## src/design/fixed_block_pool_allocator_top_defines.svh

```systemverilog
// Assertion macros for the block pool allocator top level.
`ifndef FIXED_BLOCK_POOL_ALLOCATOR_TOP_DEFINES_SVH
`define FIXED_BLOCK_POOL_ALLOCATOR_TOP_DEFINES_SVH

// Same-cycle implication, sampled on clk, off while rst_n is low.
`define FBPA_ASSERT_IMP(name, a, c, msg) \
    name: assert property (@(posedge clk) disable iff (!rst_n) (a) |-> (c)) \
        else $error(msg);

// Next-cycle implication, sampled on clk, off while rst_n is low.
`define FBPA_ASSERT_NXT(name, a, c, msg) \
    name: assert property (@(posedge clk) disable iff (!rst_n) (a) |=> (c)) \
        else $error(msg);

`endif

```

## src/design/fbpa_pkg.sv

```systemverilog
// Shared types, constants and helpers of the block pool allocator.
package fbpa_pkg;

    localparam int ADDR_W         = 32;
    localparam int SIZE_W         = 17;
    localparam int CNT_W          = 32;
    localparam int USE_W          = 7;
    localparam int CFG_IDX_W      = 1;
    localparam int CFG_DATA_W     = 32;
    localparam int NUM_BLOCKS_DEF = 64;
    localparam int CMDQ_DEPTH     = 2;
    localparam int CMDQ_PTR_W     = $clog2(CMDQ_DEPTH);

    localparam logic [ADDR_W-1:0]    POOL_BASE_RST  = '0;
    localparam logic [SIZE_W-1:0]    BLOCK_SIZE_RST = SIZE_W'(2048);

    localparam logic [CFG_IDX_W-1:0] CFG_POOL_BASE  = CFG_IDX_W'(0);
    localparam logic [CFG_IDX_W-1:0] CFG_BLOCK_SIZE = CFG_IDX_W'(1);

    localparam logic MODE_ALLOC = 1'b0;
    localparam logic MODE_FREE  = 1'b1;

    localparam logic [1:0] STATUS_OK     = 2'd0;
    localparam logic [1:0] STATUS_FULL   = 2'd1;
    localparam logic [1:0] STATUS_RANGE  = 2'd2;
    localparam logic [1:0] STATUS_DOUBLE = 2'd3;

    localparam int OP_W = 2;

    typedef enum logic [OP_W-1:0] {
        OP_ALLOC,
        OP_FREE,
        OP_RANGE
    } cmd_op_t;

    typedef enum logic [2:0] {
        F_IDLE,
        F_SPAN,
        F_CHECK,
        F_DIV,
        F_PUSH
    } front_state_t;

    typedef enum logic [2:0] {
        B_CLEAR,
        B_IDLE,
        B_MUL,
        B_ADD,
        B_FCHK,
        B_DONE
    } back_state_t;

    typedef struct packed {
        logic              mode;
        logic [ADDR_W-1:0] free_address;
    } req_t;

    typedef struct packed {
        logic [ADDR_W-1:0] block_address;
        logic [1:0]        status;
        logic [CNT_W-1:0]  alloc_count;
        logic [CNT_W-1:0]  free_count;
        logic [USE_W-1:0]  blocks_in_use;
    } rsp_t;

    function automatic logic [SIZE_W-1:0] eff_size(input logic [SIZE_W-1:0] size);
        return (size == '0) ? SIZE_W'(1) : size;
    endfunction

endpackage

```

## src/design/fixed_block_pool_allocator_top.sv

```systemverilog
// Top level of the fixed-size block pool allocator.
//
// Requests come in on req (valid/ready): mode allocate or free, with the
// address to free. Each request gives exactly one item on rsp (valid/ready):
// block address, status and the allocation, free and held counts after it.
// The user writes pool_base and block_size through cfg_we/cfg_index/cfg_data
// only while no request is in flight; the block does not enforce this.
// Intake sends an allocate straight to F_PUSH. A free steps through F_SPAN
// and F_CHECK, then, if in range, through F_DIV, the divider for the block
// index with one quotient bit per cycle, and then to F_PUSH. The update side
// runs B_MUL, B_ADD and B_DONE for an allocate and B_FCHK and B_DONE for a
// free, after registered reads of the free list and flag memories; an allocate
// on a full pool or an out-of-range free goes straight to B_DONE.
// After reset the free list and in-use flags are swept, one entry a cycle;
// req_ready stays low during the sweep.
// A two-entry queue and the result register let intake keep accepting
// while rsp is stalled, until the queue fills.
`include "fixed_block_pool_allocator_top_defines.svh"

module fixed_block_pool_allocator_top #(
    parameter int NUM_BLOCKS = fbpa_pkg::NUM_BLOCKS_DEF
) (
    input  logic                               clk,
    input  logic                               rst_n,
    input  logic                               req_valid,
    output logic                               req_ready,
    input  fbpa_pkg::req_t                     req,
    output logic                               rsp_valid,
    input  logic                               rsp_ready,
    output fbpa_pkg::rsp_t                     rsp,
    input  logic                               cfg_we,
    input  logic [fbpa_pkg::CFG_IDX_W-1:0]     cfg_index,
    input  logic [fbpa_pkg::CFG_DATA_W-1:0]    cfg_data
);
    import fbpa_pkg::*;

    localparam int IDX_W  = $clog2(NUM_BLOCKS);
    localparam int CMD_W  = OP_W + IDX_W;

    logic [ADDR_W-1:0] pool_base_reg;
    logic [SIZE_W-1:0] block_size_reg;
    logic              clearing;
    logic              push_valid, push_ready, pop_valid, pop_ready;
    cmd_op_t           push_op, pop_op;
    logic [IDX_W-1:0]  push_idx, pop_idx;
    logic [CMD_W-1:0]  pop_data;

    always_ff @(posedge clk or negedge rst_n)
    begin
        if (!rst_n)
        begin
            pool_base_reg  <= POOL_BASE_RST;
            block_size_reg <= BLOCK_SIZE_RST;
        end
        else if (cfg_we)
        begin
            case (cfg_index)
                CFG_POOL_BASE:  pool_base_reg  <= ADDR_W'(cfg_data);
                CFG_BLOCK_SIZE: block_size_reg <= SIZE_W'(cfg_data);
                default:        pool_base_reg  <= pool_base_reg;
            endcase
        end
    end

    fbpa_front #(
        .NUM_BLOCKS (NUM_BLOCKS)
    ) u_front (
        .clk        (clk),
        .rst_n      (rst_n),
        .req_valid  (req_valid),
        .req_ready  (req_ready),
        .req        (req),
        .pool_base  (pool_base_reg),
        .block_size (block_size_reg),
        .clearing   (clearing),
        .cmd_valid  (push_valid),
        .cmd_ready  (push_ready),
        .cmd_op     (push_op),
        .cmd_idx    (push_idx)
    );

    fbpa_cmd_fifo #(
        .WIDTH (CMD_W)
    ) u_cmd_fifo (
        .clk        (clk),
        .rst_n      (rst_n),
        .push_valid (push_valid),
        .push_ready (push_ready),
        .push_data  ({push_op, push_idx}),
        .pop_valid  (pop_valid),
        .pop_ready  (pop_ready),
        .pop_data   (pop_data)
    );

    assign pop_op  = cmd_op_t'(pop_data[CMD_W-1:IDX_W]);
    assign pop_idx = pop_data[IDX_W-1:0];

    fbpa_back #(
        .NUM_BLOCKS (NUM_BLOCKS)
    ) u_back (
        .clk        (clk),
        .rst_n      (rst_n),
        .cmd_valid  (pop_valid),
        .cmd_ready  (pop_ready),
        .cmd_op     (pop_op),
        .cmd_idx    (pop_idx),
        .pool_base  (pool_base_reg),
        .block_size (block_size_reg),
        .clearing   (clearing),
        .rsp_valid  (rsp_valid),
        .rsp_ready  (rsp_ready),
        .rsp        (rsp)
    );

    `FBPA_ASSERT_IMP(a_no_req_while_clearing, req_valid && req_ready, !clearing,
        "request accepted during the flag sweep")
    `FBPA_ASSERT_NXT(a_intake_one_at_a_time, req_valid && req_ready, !req_ready,
        "intake accepted a second item before finishing the first")
    `FBPA_ASSERT_IMP(a_fail_no_address, rsp_valid && (rsp.status != STATUS_OK),
        rsp.block_address == '0, "failed request returned a block address")
    `FBPA_ASSERT_IMP(a_full_means_all_held, rsp_valid && (rsp.status == STATUS_FULL),
        rsp.blocks_in_use == USE_W'(NUM_BLOCKS), "pool full while blocks remain free")

endmodule

```

## src/design/fbpa_front.sv

```systemverilog
// Request intake: range check and block index division for frees.
module fbpa_front #(
    parameter int NUM_BLOCKS = fbpa_pkg::NUM_BLOCKS_DEF,
    parameter int IDX_W      = $clog2(NUM_BLOCKS)
) (
    input  logic                          clk,
    input  logic                          rst_n,
    input  logic                          req_valid,
    output logic                          req_ready,
    input  fbpa_pkg::req_t                req,
    input  logic [fbpa_pkg::ADDR_W-1:0]   pool_base,
    input  logic [fbpa_pkg::SIZE_W-1:0]   block_size,
    input  logic                          clearing,
    output logic                          cmd_valid,
    input  logic                          cmd_ready,
    output fbpa_pkg::cmd_op_t             cmd_op,
    output logic [IDX_W-1:0]              cmd_idx
);
    import fbpa_pkg::*;

    localparam int SPAN_W = SIZE_W + IDX_W + 1;
    localparam int CMP_W  = (SPAN_W > ADDR_W) ? SPAN_W : ADDR_W;
    localparam int STEP_W = $clog2(IDX_W + 1);

    front_state_t        state_reg, state_next;
    logic [ADDR_W-1:0]   addr_reg, addr_next;
    logic [SIZE_W-1:0]   size_reg, size_next;
    logic [SPAN_W-1:0]   span_reg, span_next;
    logic [ADDR_W-1:0]   off_reg, off_next;
    logic                below_reg, below_next;
    logic [CMP_W-1:0]    rem_reg, rem_next;
    logic [CMP_W-1:0]    div_reg, div_next;
    logic [IDX_W-1:0]    quot_reg, quot_next;
    logic [STEP_W-1:0]   step_reg, step_next;
    cmd_op_t             op_reg, op_next;
    logic                rem_ge;

    assign rem_ge    = rem_reg >= div_reg;
    assign req_ready = (state_reg == F_IDLE) && !clearing;
    assign cmd_valid = (state_reg == F_PUSH);
    assign cmd_op    = op_reg;
    assign cmd_idx   = quot_reg;

    always_ff @(posedge clk or negedge rst_n)
    begin
        if (!rst_n)
        begin
            state_reg <= F_IDLE;
        end
        else
        begin
            state_reg <= state_next;
        end
    end

    always_ff @(posedge clk)
    begin
        addr_reg  <= addr_next;
        size_reg  <= size_next;
        span_reg  <= span_next;
        off_reg   <= off_next;
        below_reg <= below_next;
        rem_reg   <= rem_next;
        div_reg   <= div_next;
        quot_reg  <= quot_next;
        step_reg  <= step_next;
        op_reg    <= op_next;
    end

    always_comb
    begin
        state_next = state_reg;
        addr_next  = addr_reg;
        size_next  = size_reg;
        span_next  = span_reg;
        off_next   = off_reg;
        below_next = below_reg;
        rem_next   = rem_reg;
        div_next   = div_reg;
        quot_next  = quot_reg;
        step_next  = step_reg;
        op_next    = op_reg;
        case (state_reg)
            F_IDLE:
            begin
                if (req_valid && req_ready)
                begin
                    addr_next = req.free_address;
                    size_next = eff_size(block_size);
                    if (req.mode == MODE_ALLOC)
                    begin
                        op_next    = OP_ALLOC;
                        state_next = F_PUSH;
                    end
                    else
                    begin
                        state_next = F_SPAN;
                    end
                end
            end
            F_SPAN:
            begin
                span_next  = SPAN_W'(SPAN_W'(size_reg) * SPAN_W'(NUM_BLOCKS));
                below_next = addr_reg < pool_base;
                off_next   = addr_reg - pool_base;
                state_next = F_CHECK;
            end
            F_CHECK:
            begin
                if (below_reg || (CMP_W'(off_reg) >= CMP_W'(span_reg)))
                begin
                    op_next    = OP_RANGE;
                    state_next = F_PUSH;
                end
                else
                begin
                    rem_next   = CMP_W'(off_reg);
                    div_next   = CMP_W'(size_reg) << (IDX_W - 1);
                    quot_next  = '0;
                    step_next  = STEP_W'(IDX_W);
                    state_next = F_DIV;
                end
            end
            F_DIV:
            begin
                rem_next  = rem_ge ? (rem_reg - div_reg) : rem_reg;
                quot_next = (quot_reg << 1) | IDX_W'(rem_ge);
                div_next  = div_reg >> 1;
                step_next = step_reg - STEP_W'(1);
                if (step_reg == STEP_W'(1))
                begin
                    op_next    = OP_FREE;
                    state_next = F_PUSH;
                end
            end
            F_PUSH:
            begin
                if (cmd_ready)
                begin
                    state_next = F_IDLE;
                end
            end
            default:
            begin
                state_next = F_IDLE;
            end
        endcase
    end

endmodule

```

## src/design/fbpa_cmd_fifo.sv

```systemverilog
// Short command queue between request intake and pool update.
module fbpa_cmd_fifo #(
    parameter int WIDTH = fbpa_pkg::OP_W + $clog2(fbpa_pkg::NUM_BLOCKS_DEF)
) (
    input  logic             clk,
    input  logic             rst_n,
    input  logic             push_valid,
    output logic             push_ready,
    input  logic [WIDTH-1:0] push_data,
    output logic             pop_valid,
    input  logic             pop_ready,
    output logic [WIDTH-1:0] pop_data
);
    import fbpa_pkg::*;

    logic [WIDTH-1:0]      entry_reg [CMDQ_DEPTH];
    logic [CMDQ_PTR_W-1:0] wr_ptr_reg, wr_ptr_next;
    logic [CMDQ_PTR_W-1:0] rd_ptr_reg, rd_ptr_next;
    logic [CMDQ_PTR_W:0]   count_reg, count_next;
    logic                  do_push, do_pop;

    assign push_ready = count_reg != (CMDQ_PTR_W + 1)'(CMDQ_DEPTH);
    assign pop_valid  = count_reg != '0;
    assign pop_data   = entry_reg[rd_ptr_reg];
    assign do_push    = push_valid && push_ready;
    assign do_pop     = pop_valid && pop_ready;

    always_comb
    begin
        wr_ptr_next = do_push ? wr_ptr_reg + CMDQ_PTR_W'(1) : wr_ptr_reg;
        rd_ptr_next = do_pop ? rd_ptr_reg + CMDQ_PTR_W'(1) : rd_ptr_reg;
        count_next  = count_reg + (CMDQ_PTR_W + 1)'(do_push) - (CMDQ_PTR_W + 1)'(do_pop);
    end

    always_ff @(posedge clk or negedge rst_n)
    begin
        if (!rst_n)
        begin
            wr_ptr_reg <= '0;
            rd_ptr_reg <= '0;
            count_reg  <= '0;
        end
        else
        begin
            wr_ptr_reg <= wr_ptr_next;
            rd_ptr_reg <= rd_ptr_next;
            count_reg  <= count_next;
        end
    end

    always_ff @(posedge clk)
    begin
        if (do_push)
        begin
            entry_reg[wr_ptr_reg] <= push_data;
        end
    end

endmodule

```

## src/design/fbpa_back.sv

```systemverilog
// Pool update: free list, in-use flags, counters and the result register.
module fbpa_back #(
    parameter int NUM_BLOCKS = fbpa_pkg::NUM_BLOCKS_DEF,
    parameter int IDX_W      = $clog2(NUM_BLOCKS)
) (
    input  logic                          clk,
    input  logic                          rst_n,
    input  logic                          cmd_valid,
    output logic                          cmd_ready,
    input  fbpa_pkg::cmd_op_t             cmd_op,
    input  logic [IDX_W-1:0]              cmd_idx,
    input  logic [fbpa_pkg::ADDR_W-1:0]   pool_base,
    input  logic [fbpa_pkg::SIZE_W-1:0]   block_size,
    output logic                          clearing,
    output logic                          rsp_valid,
    input  logic                          rsp_ready,
    output fbpa_pkg::rsp_t                rsp
);
    import fbpa_pkg::*;

    localparam int NB_W   = $clog2(NUM_BLOCKS + 1);
    localparam int SUM_W  = NB_W + 1;
    localparam int PROD_W = SIZE_W + IDX_W;
    localparam logic [IDX_W-1:0] LAST_IDX = IDX_W'(NUM_BLOCKS - 1);

    logic [IDX_W-1:0]  queue_mem [NUM_BLOCKS];
    logic              flag_mem  [NUM_BLOCKS];

    back_state_t       state_reg, state_next;
    logic [IDX_W-1:0]  clr_idx_reg, clr_idx_next;
    logic [IDX_W-1:0]  head_reg, head_next;
    logic [NB_W-1:0]   fill_reg, fill_next;
    logic [NB_W-1:0]   held_reg, held_next;
    logic [CNT_W-1:0]  alloc_cnt_reg, alloc_cnt_next;
    logic [CNT_W-1:0]  free_cnt_reg, free_cnt_next;
    logic [IDX_W-1:0]  idx_reg, idx_next;
    logic [PROD_W-1:0] prod_reg, prod_next;
    logic [ADDR_W-1:0] pend_addr_reg, pend_addr_next;
    logic [1:0]        pend_status_reg, pend_status_next;
    logic              rsp_valid_reg, rsp_valid_next;
    rsp_t              rsp_reg, rsp_next;
    logic [IDX_W-1:0]  q_rd_reg;
    logic              f_rd_reg;

    logic              q_we, f_we, f_wdata;
    logic [IDX_W-1:0]  q_waddr, q_wdata, f_waddr, tail;
    logic [SUM_W-1:0]  tail_sum;
    logic [SIZE_W-1:0] size_eff;

    assign size_eff  = eff_size(block_size);
    assign tail_sum  = SUM_W'(head_reg) + SUM_W'(fill_reg);
    assign tail      = (tail_sum >= SUM_W'(NUM_BLOCKS)) ?
                       IDX_W'(tail_sum - SUM_W'(NUM_BLOCKS)) : IDX_W'(tail_sum);
    assign clearing  = (state_reg == B_CLEAR);
    assign cmd_ready = (state_reg == B_IDLE);
    assign rsp_valid = rsp_valid_reg;
    assign rsp       = rsp_reg;

    always_ff @(posedge clk)
    begin
        if (q_we)
        begin
            queue_mem[q_waddr] <= q_wdata;
        end
        if (f_we)
        begin
            flag_mem[f_waddr] <= f_wdata;
        end
        q_rd_reg <= queue_mem[head_reg];
        f_rd_reg <= flag_mem[cmd_idx];
    end

    always_ff @(posedge clk or negedge rst_n)
    begin
        if (!rst_n)
        begin
            state_reg     <= B_CLEAR;
            clr_idx_reg   <= '0;
            head_reg      <= '0;
            fill_reg      <= NB_W'(NUM_BLOCKS);
            held_reg      <= '0;
            alloc_cnt_reg <= '0;
            free_cnt_reg  <= '0;
            rsp_valid_reg <= 1'b0;
        end
        else
        begin
            state_reg     <= state_next;
            clr_idx_reg   <= clr_idx_next;
            head_reg      <= head_next;
            fill_reg      <= fill_next;
            held_reg      <= held_next;
            alloc_cnt_reg <= alloc_cnt_next;
            free_cnt_reg  <= free_cnt_next;
            rsp_valid_reg <= rsp_valid_next;
        end
    end

    always_ff @(posedge clk)
    begin
        idx_reg         <= idx_next;
        prod_reg        <= prod_next;
        pend_addr_reg   <= pend_addr_next;
        pend_status_reg <= pend_status_next;
        rsp_reg         <= rsp_next;
    end

    always_comb
    begin
        state_next       = state_reg;
        clr_idx_next     = clr_idx_reg;
        head_next        = head_reg;
        fill_next        = fill_reg;
        held_next        = held_reg;
        alloc_cnt_next   = alloc_cnt_reg;
        free_cnt_next    = free_cnt_reg;
        idx_next         = idx_reg;
        prod_next        = prod_reg;
        pend_addr_next   = pend_addr_reg;
        pend_status_next = pend_status_reg;
        rsp_next         = rsp_reg;
        rsp_valid_next   = rsp_valid_reg;
        q_we             = 1'b0;
        q_waddr          = clr_idx_reg;
        q_wdata          = clr_idx_reg;
        f_we             = 1'b0;
        f_waddr          = clr_idx_reg;
        f_wdata          = 1'b0;
        if (rsp_valid_reg && rsp_ready)
        begin
            rsp_valid_next = 1'b0;
        end
        case (state_reg)
            B_CLEAR:
            begin
                q_we         = 1'b1;
                f_we         = 1'b1;
                clr_idx_next = clr_idx_reg + IDX_W'(1);
                if (clr_idx_reg == LAST_IDX)
                begin
                    state_next = B_IDLE;
                end
            end
            B_IDLE:
            begin
                if (cmd_valid)
                begin
                    idx_next = cmd_idx;
                    case (cmd_op)
                        OP_ALLOC:
                        begin
                            if (fill_reg == '0)
                            begin
                                pend_addr_next   = '0;
                                pend_status_next = STATUS_FULL;
                                state_next       = B_DONE;
                            end
                            else
                            begin
                                state_next = B_MUL;
                            end
                        end
                        OP_FREE:
                        begin
                            state_next = B_FCHK;
                        end
                        default:
                        begin
                            pend_addr_next   = '0;
                            pend_status_next = STATUS_RANGE;
                            state_next       = B_DONE;
                        end
                    endcase
                end
            end
            B_MUL:
            begin
                prod_next      = PROD_W'(PROD_W'(q_rd_reg) * PROD_W'(size_eff));
                f_we           = 1'b1;
                f_waddr        = q_rd_reg;
                f_wdata        = 1'b1;
                head_next      = (head_reg == LAST_IDX) ? '0 : head_reg + IDX_W'(1);
                fill_next      = fill_reg - NB_W'(1);
                held_next      = held_reg + NB_W'(1);
                alloc_cnt_next = alloc_cnt_reg + CNT_W'(1);
                state_next     = B_ADD;
            end
            B_ADD:
            begin
                pend_addr_next   = pool_base + ADDR_W'(prod_reg);
                pend_status_next = STATUS_OK;
                state_next       = B_DONE;
            end
            B_FCHK:
            begin
                pend_addr_next = '0;
                if (!f_rd_reg || (fill_reg >= NB_W'(NUM_BLOCKS)))
                begin
                    pend_status_next = STATUS_DOUBLE;
                end
                else
                begin
                    q_we             = 1'b1;
                    q_waddr          = tail;
                    q_wdata          = idx_reg;
                    f_we             = 1'b1;
                    f_waddr          = idx_reg;
                    f_wdata          = 1'b0;
                    fill_next        = fill_reg + NB_W'(1);
                    held_next        = held_reg - NB_W'(1);
                    free_cnt_next    = free_cnt_reg + CNT_W'(1);
                    pend_status_next = STATUS_OK;
                end
                state_next = B_DONE;
            end
            B_DONE:
            begin
                if (!rsp_valid_reg || rsp_ready)
                begin
                    rsp_next.block_address = pend_addr_reg;
                    rsp_next.status        = pend_status_reg;
                    rsp_next.alloc_count   = alloc_cnt_reg;
                    rsp_next.free_count    = free_cnt_reg;
                    rsp_next.blocks_in_use = USE_W'(held_reg);
                    rsp_valid_next         = 1'b1;
                    state_next             = B_IDLE;
                end
            end
            default:
            begin
                state_next = B_IDLE;
            end
        endcase
    end

endmodule

```

## config.mk

```make
export PLATFORM = sky130hd
export DESIGN_NAME = fixed_block_pool_allocator_top
export DESIGN_NICKNAME = d
export VERILOG_FILES = /design/src/design/fbpa_pkg.sv /design/src/design/fixed_block_pool_allocator_top.sv /design/src/design/fbpa_front.sv /design/src/design/fbpa_cmd_fifo.sv /design/src/design/fbpa_back.sv
export VERILOG_INCLUDE_DIRS = /design/src /design/src/design
export SDC_FILE = /design/constraint.sdc
export NUM_CORES = 2
export LEC_CHECK = 0
export BUFFER_PORTS_ARGS = -buffer_cell sky130_fd_sc_hd__buf_2
export CORE_UTILIZATION = 50
export CTS_CLUSTER_DIAMETER = 60
export CTS_CLUSTER_SIZE = 24
export DETAILED_ROUTE_END_ITERATION = 8
export PLACE_DENSITY = 0.64
export SLEW_MARGIN = 30
export SYNTH_ARGS = -nofsm -noshare
export SYNTH_HDL_FRONTEND = slang
export SYNTH_SLANG_ARGS = --single-unit
```

## constraint.sdc

```tcl
create_clock -name clk -period 8.2 [get_ports clk]
set_input_delay 0.41 -clock clk [delete_from_list [all_inputs] [get_ports clk]]
set_output_delay 0.41 -clock clk [all_outputs]
set_load 0.005 [all_outputs]
```

**Word level (Yosys, flattened, before mapping)**

Memories as Yosys holds them, arrays and structs flattened. A register that Yosys moved wholly into a read port is not among the register bits.
Cells that the tools add are included.

- Bits in registers: 492
- Bits in writable memories: 464
- Output and inout bits: 107
- Word-level logic and storage cells: 186
- Memories: 3

Memories:

| memory | depth | width | rd ports | clocked after memory_dff | wr ports | line | RTL |
|---|---|---|---|---|---|---|---|
| u_back.queue_mem | 64 | 6 | 1 | 1 | 1 | fbpa_back.sv:26 | `logic [IDX_W-1:0] queue_mem [NUM_BLOCKS];` |
| u_back.flag_mem | 64 | 1 | 1 | 1 | 1 | fbpa_back.sv:27 | `logic flag_mem [NUM_BLOCKS];` |
| u_cmd_fifo.entry_reg | 2 | 8 | 1 | 0 | 1 | fbpa_cmd_fifo.sv:16 | `logic [WIDTH-1:0] entry_reg [CMDQ_DEPTH];` |

- Add/subtract/negate cells: 18
- $mul: 1
- Order comparisons: 5
- Eq/ne operators: 27
- Multiplexer cells: 60
- Bitwise operators: 3
- Reductions and logical operators: 36

Operators with widths:

| operator | number |
|---|---|
| $pmux 32 s2 | 3 |
| $mux 32 | 5 |
| $pmux 32 s3 | 1 |
| $add 32x1->32 const B | 2 |
| $sub 32x32->32 | 2 |
| $mux 6 | 7 |
| $add 32x23->32 | 1 |
| $ge 32x23->1 | 1 |
| $ge 32x32->1 | 1 |
| $lt 32x32->1 | 1 |
| $mux 3 | 10 |
| $pmux 3 s5 | 2 |
| $pmux 7 s2 | 2 |
| $pmux 6 s2 | 2 |
| $mul 6x17->23 | 1 |
| $logic_not 17->1 | 1 |
| $mux 17 | 1 |
| $reduce_and 2->1 | 8 |
| $add 7x1->7 const B | 2 |
| $mux 2 | 7 |
| $mux 7 | 2 |
| $ne 2x2->1 const B | 7 |
| $sub 7x1->7 const B | 2 |
| $add 6x1->6 const B | 2 |
| 34 further kinds | 77 |

**Depth between registers and ports, before layout**

- Depth in word-level cells: 6
- Mapped depth: 20
- Depth with buffers taken out: 20

**Modules after synthesis**

A second synthesis with hierarchy kept.

- Cell total of the unflattened synthesis: 3166
- Area total of the unflattened synthesis: 44879.3 um2

Modules (own cells, without submodules):

| module | instances | cells an instance | area an instance (um2) | seq. area each (um2) |
|---|---|---|---|---|
| fbpa_back | 1 | 2147 | 32733.9 | 20991.4 |
| fbpa_front | 1 | 869 | 9369.0 | 4999.8 |
| fixed_block_pool_allocator_top | 1 | 105 | 1978.1 | 1227.4 |
| fbpa_cmd_fifo | 1 | 45 | 798.3 | 580.6 |

**Worst setup path after synthesis**

OpenSTA, ideal clock, no wires.

- Path type: register to register
- Start: register u_back.state_reg[0]
- End: register u_back.rsp_reg, in the netlist u_back.rsp[0] (enable)
- Library setup time: 0.570 ns
- Arrival: 5.277 ns
- Required time: 7.630 ns
- Path slack: 2.354 ns
- Stages on the path, launching flop included: 5
- Buffers on the path: 1
- Path through: dfrtp_1 clkbuf_1 nor2b_1 nand2_1 nor2_1

- Word-level cells in the longest chain between the ends: 2

Ends and longest elaborated chain:

| element | line | RTL |
|---|---|---|
| start, declared | fbpa_back.sv:29 | `back_state_t state_reg, state_next;` |
| start signal, assigned | fbpa_back.sv:88 | `state_reg <= state_next;` |
| $eq 3x3->1 | fbpa_back.sv:133 | `case (state_reg)` |
| $reduce_and 2->1 (no line) | n/a |  |
| end signal, assigned | fbpa_back.sv:105 | `rsp_reg <= rsp_next;` |
| end, declared | fbpa_back.sv:41 | `rsp_t rsp_reg, rsp_next;` |

No other way between the ends.
A chain may end at the register's enable or synchronous reset.

**Worst setup path in the final report**

- Start: register block_size_reg[12]
- End: register u_back.prod_reg[21], data pin

- Word-level cells in the longest chain between the ends: 3

Ends and longest elaborated chain:

| element | line | RTL |
|---|---|---|
| start, declared | fixed_block_pool_allocator_top.sv:41 | `logic [SIZE_W-1:0] block_size_reg;` |
| start signal, assigned | fixed_block_pool_allocator_top.sv:59 | `CFG_BLOCK_SIZE: block_size_reg <= SIZE_W'(cfg_data);` |
| $logic_not 17->1 | fbpa_pkg.sv:67 | `return (size == '0) ? SIZE_W'(1) : size;` |
| $mux 17 | fbpa_pkg.sv:67 |  |
| named net u_back.size_eff[0] | fbpa_back.sv:48 | `logic [SIZE_W-1:0] size_eff;` |
| $mul 6x17->23 | fbpa_back.sv:178 | `prod_next = PROD_W'(PROD_W'(q_rd_reg) * PROD_W'(size_eff));` |
| end signal, assigned | fbpa_back.sv:102 | `prod_reg <= prod_next;` |
| end, declared | fbpa_back.sv:37 | `logic [PROD_W-1:0] prod_reg, prod_next;` |

The timed path passes the listed nets, and every way through them passes these cells.

==> results.json <==
{
  "run_status": "completed",
  "ys.flop_type": "edfxtp_1",
  "antenna_found_initial": 2,
  "io_buffers": 177,
  "cap_violations": 0,
  "dieHeight_um": 300,
  "crit_type": "register to register",
  "post_dp_cell_area_sq_um": 46500,
  "finClkSkew_ns": 0.0485,
  "grt_pass1_wl_um": 157000,
  "required_ns": 8.62,
  "gr-total-overflow": 0,
  "yosysTopAreaCellShare": 0.539,
  "worstMarginPinSlew_ns": 0.961,
  "core_sq_um": 87300,
  "clockRootBuffer": "clkbuf_16",
  "timing.fmax_mhz": 174,
  "slew_viol_final": 0,
  "dp_hpwl_um": 69300,
  "fill_cells": 6931,
  "yosys-top-cells-area": "edfxtp_1 (54%), dfrtp_1 (8.3%), mux4_2 (6.5%)",
  "vdd_drop_max_mv": 0.336,
  "syn_nets": 3498,
  "grt_pass1_vias": 26700,
  "syn_area_sq_um": 44400,
  "cts.sinks": 953,
  "yosysSeqAreaShare": 0.627,
  "power_density_nw_per_um2": 374,
  "syn_avg_cell_area_sq_um": 13.8,
  "dr_total_vias": 26600,
  "hold_path_class": "input pin to register",
  "via_per_inst": 5.74,
  "die_w_um": 300,
  "cts_setup_buffers": 0,
  "synth-seq-cells": 953,
  "die_area_sq_um": 89900,
  "largest_reg_flops": 384,
  "cts_resized": 0,
  "h-tree-depth": 3,
  "wl_per_cell_um": 21.8,
  "ant_nets": 0,
  "insertion_delay_ns": 0.66,
  "synth_common_cells": "edfxtp_1 (796), nand2_1 (302), nor2_1 (242), inv_1 (193)",
  "gp_congestion": 0.903,
  "cts_tree": "yes",
  "routed_wl_um": 101000,
  "finalInstanceArea_sq_um": 49800,
  "synth_cell_types": 82,
  "grt_use_total": 0.227,
  "rsz0062_at_grt": "false",
  "rows": 108,
  "setup_viol": 0,
  "crit_arrival_ns": 6.15,
  "relSlewSlack": 0.360,
  "nNetsFinal": 3709,
  "drc": 0,
  "drt_iter0_drc": 2295,
  "end_kind": "register",
  "period_minus_slack_ns": 5.73,
  "fin_tns_setup_ns": 0,
  "finalHoldViolCount": 0,
  "cts.clk_slew.worst_paths_ns": 0.09,
  "cts_buffer_depth": 3,
  "start_util": 0.508,
  "synthArstFlopShare": 0.157,
  "io_pins": 178,
  "synthCells": 3212,
  "yosysTopAreaCell": "edfxtp_1",
  "synth_warnings": 0,
  "cp_max_fo": 9,
  "grt_max_degree": 80,
  "drive_gt1_frac": 0.155,
  "fin_crit_sh": 0.699,
  "firstDrtPassIters": 5,
  "p_leak_nw": 18.8,
  "yosysMostFrequentCell": "edfxtp_1",
  "ff_latch_area_sq_um": 27800,
  "synth_edf_count": 796,
  "num_antenna_cells": 0,
  "area_growth_pct": 12.3,
  "multi_input_area_sq_um": 15400,
  "cp-start-kind": "register",
  "cts_made_buffers": 78
}
==> logic make-up after synthesis <==
logic type      synth area share
simple gates              0.0991
mux                       0.0756
fa+ha+maj                 0.0720
buf+inv                   0.0270
flops                      0.627
xor+xnor                  0.0336
compound gates            0.0661
==> metrics by stage <==
stage	utilization	worst slack [ns]	total power, W	std cells	hold slack [ns]
floorplan	-	2.35	0.0125	3212	0.114
global placement	0.533	2.59	0.0144	4453	0.405
detailed placement	0.533	2.49	0.0146	4453	0.405
CTS	0.570	2.46	0.0187	4643	0.00254
global route	0.570	2.25	0.0198	4643	0.0353
finish	0.570	2.47	0.0186	4643	0.0286
==> cell usage in the layout (no fill, tap or decap), drive strengths merged, types with 84 or more instances in the layout <==
cell      n
ha      148
and2    111
buf     205
inv     224
nand2   302
dfrtp   148
o21ai   162
clkbuf   84
edfxtp  796
a21oi   112
mux4    129
nor2    243
xnor2   115
==> final timing paths <==
kind	slack [ns]	to	start	depth (start not counted)
worst min-delay path	0.03	pool_base_reg[28]	cfg_data[28]	3
worst max register to register	2.47	u_back.prod_reg[21]	block_size_reg[12]	18
worst min register to register	0.40	u_back.rsp[76]	u_back.pend_addr_reg[3]	0
min in group asynchronous	0.42	pool_base_reg[16]	rst_n	2
max in group asynchronous	6.59	u_back.held_reg[4]	rst_n	3
worst max-delay path	2.47	u_back.prod_reg[21]	block_size_reg[12]	18
==> critical path: stages (launching register included) <==
cell	delay, ns
dfrtp_1	0.46
nor4_1	0.55
a41oi_1	0.43
inv_1	0.18
nand2_1	0.09
fa_1	0.55
fa_1	0.53
fa_1	0.55
inv_1	0.04
ha_1	0.33
nor2b_1	0.15
o21ai_1	0.15
a21boi_0	0.14
o21ai_0	0.38
a211oi_1	0.18
o31a_1	0.35
a21o_1	0.18
a21oi_1	0.17
xnor2_1	0.08
==> layout make-up <==
class,instances,share of cell area
Sequential cell,953,0.558
Inverter,194,0.0146
Clock inverter,61,0.0158
Clock buffer,84,0.0409
Timing Repair Buffer,250,0.0313
Multi-Input combinational cell,1946,0.310
Tap cell,1155,0.0290
==> where the power goes <==
part	total, W	switching (W)	internal [W]
clock	0.00405	0.00203	0.00202
combinational	0.00730	0.00426	0.00304
sequential	0.00726	0.000595	0.00667
==> routing by layer <==
layer	vias to the layer above	global-route usage	routed length (um)	part of all wire
met3	146	0.0295	5720	0.057
met1	13500	0.325	44500	0.44
met2	844	0.363	48200	0.48
met4	4	0.0681	2610	0.026
li1	12200	-	-	-
met5	-	0	16	0.00016
==> what timing repair did <==
action,CTS,global route
endpoints found under the hold margin,120,0
endpoints found under the setup margin,0,0
hold buffers,45,0
No activity file was read; power rests on OpenSTA's default activity.
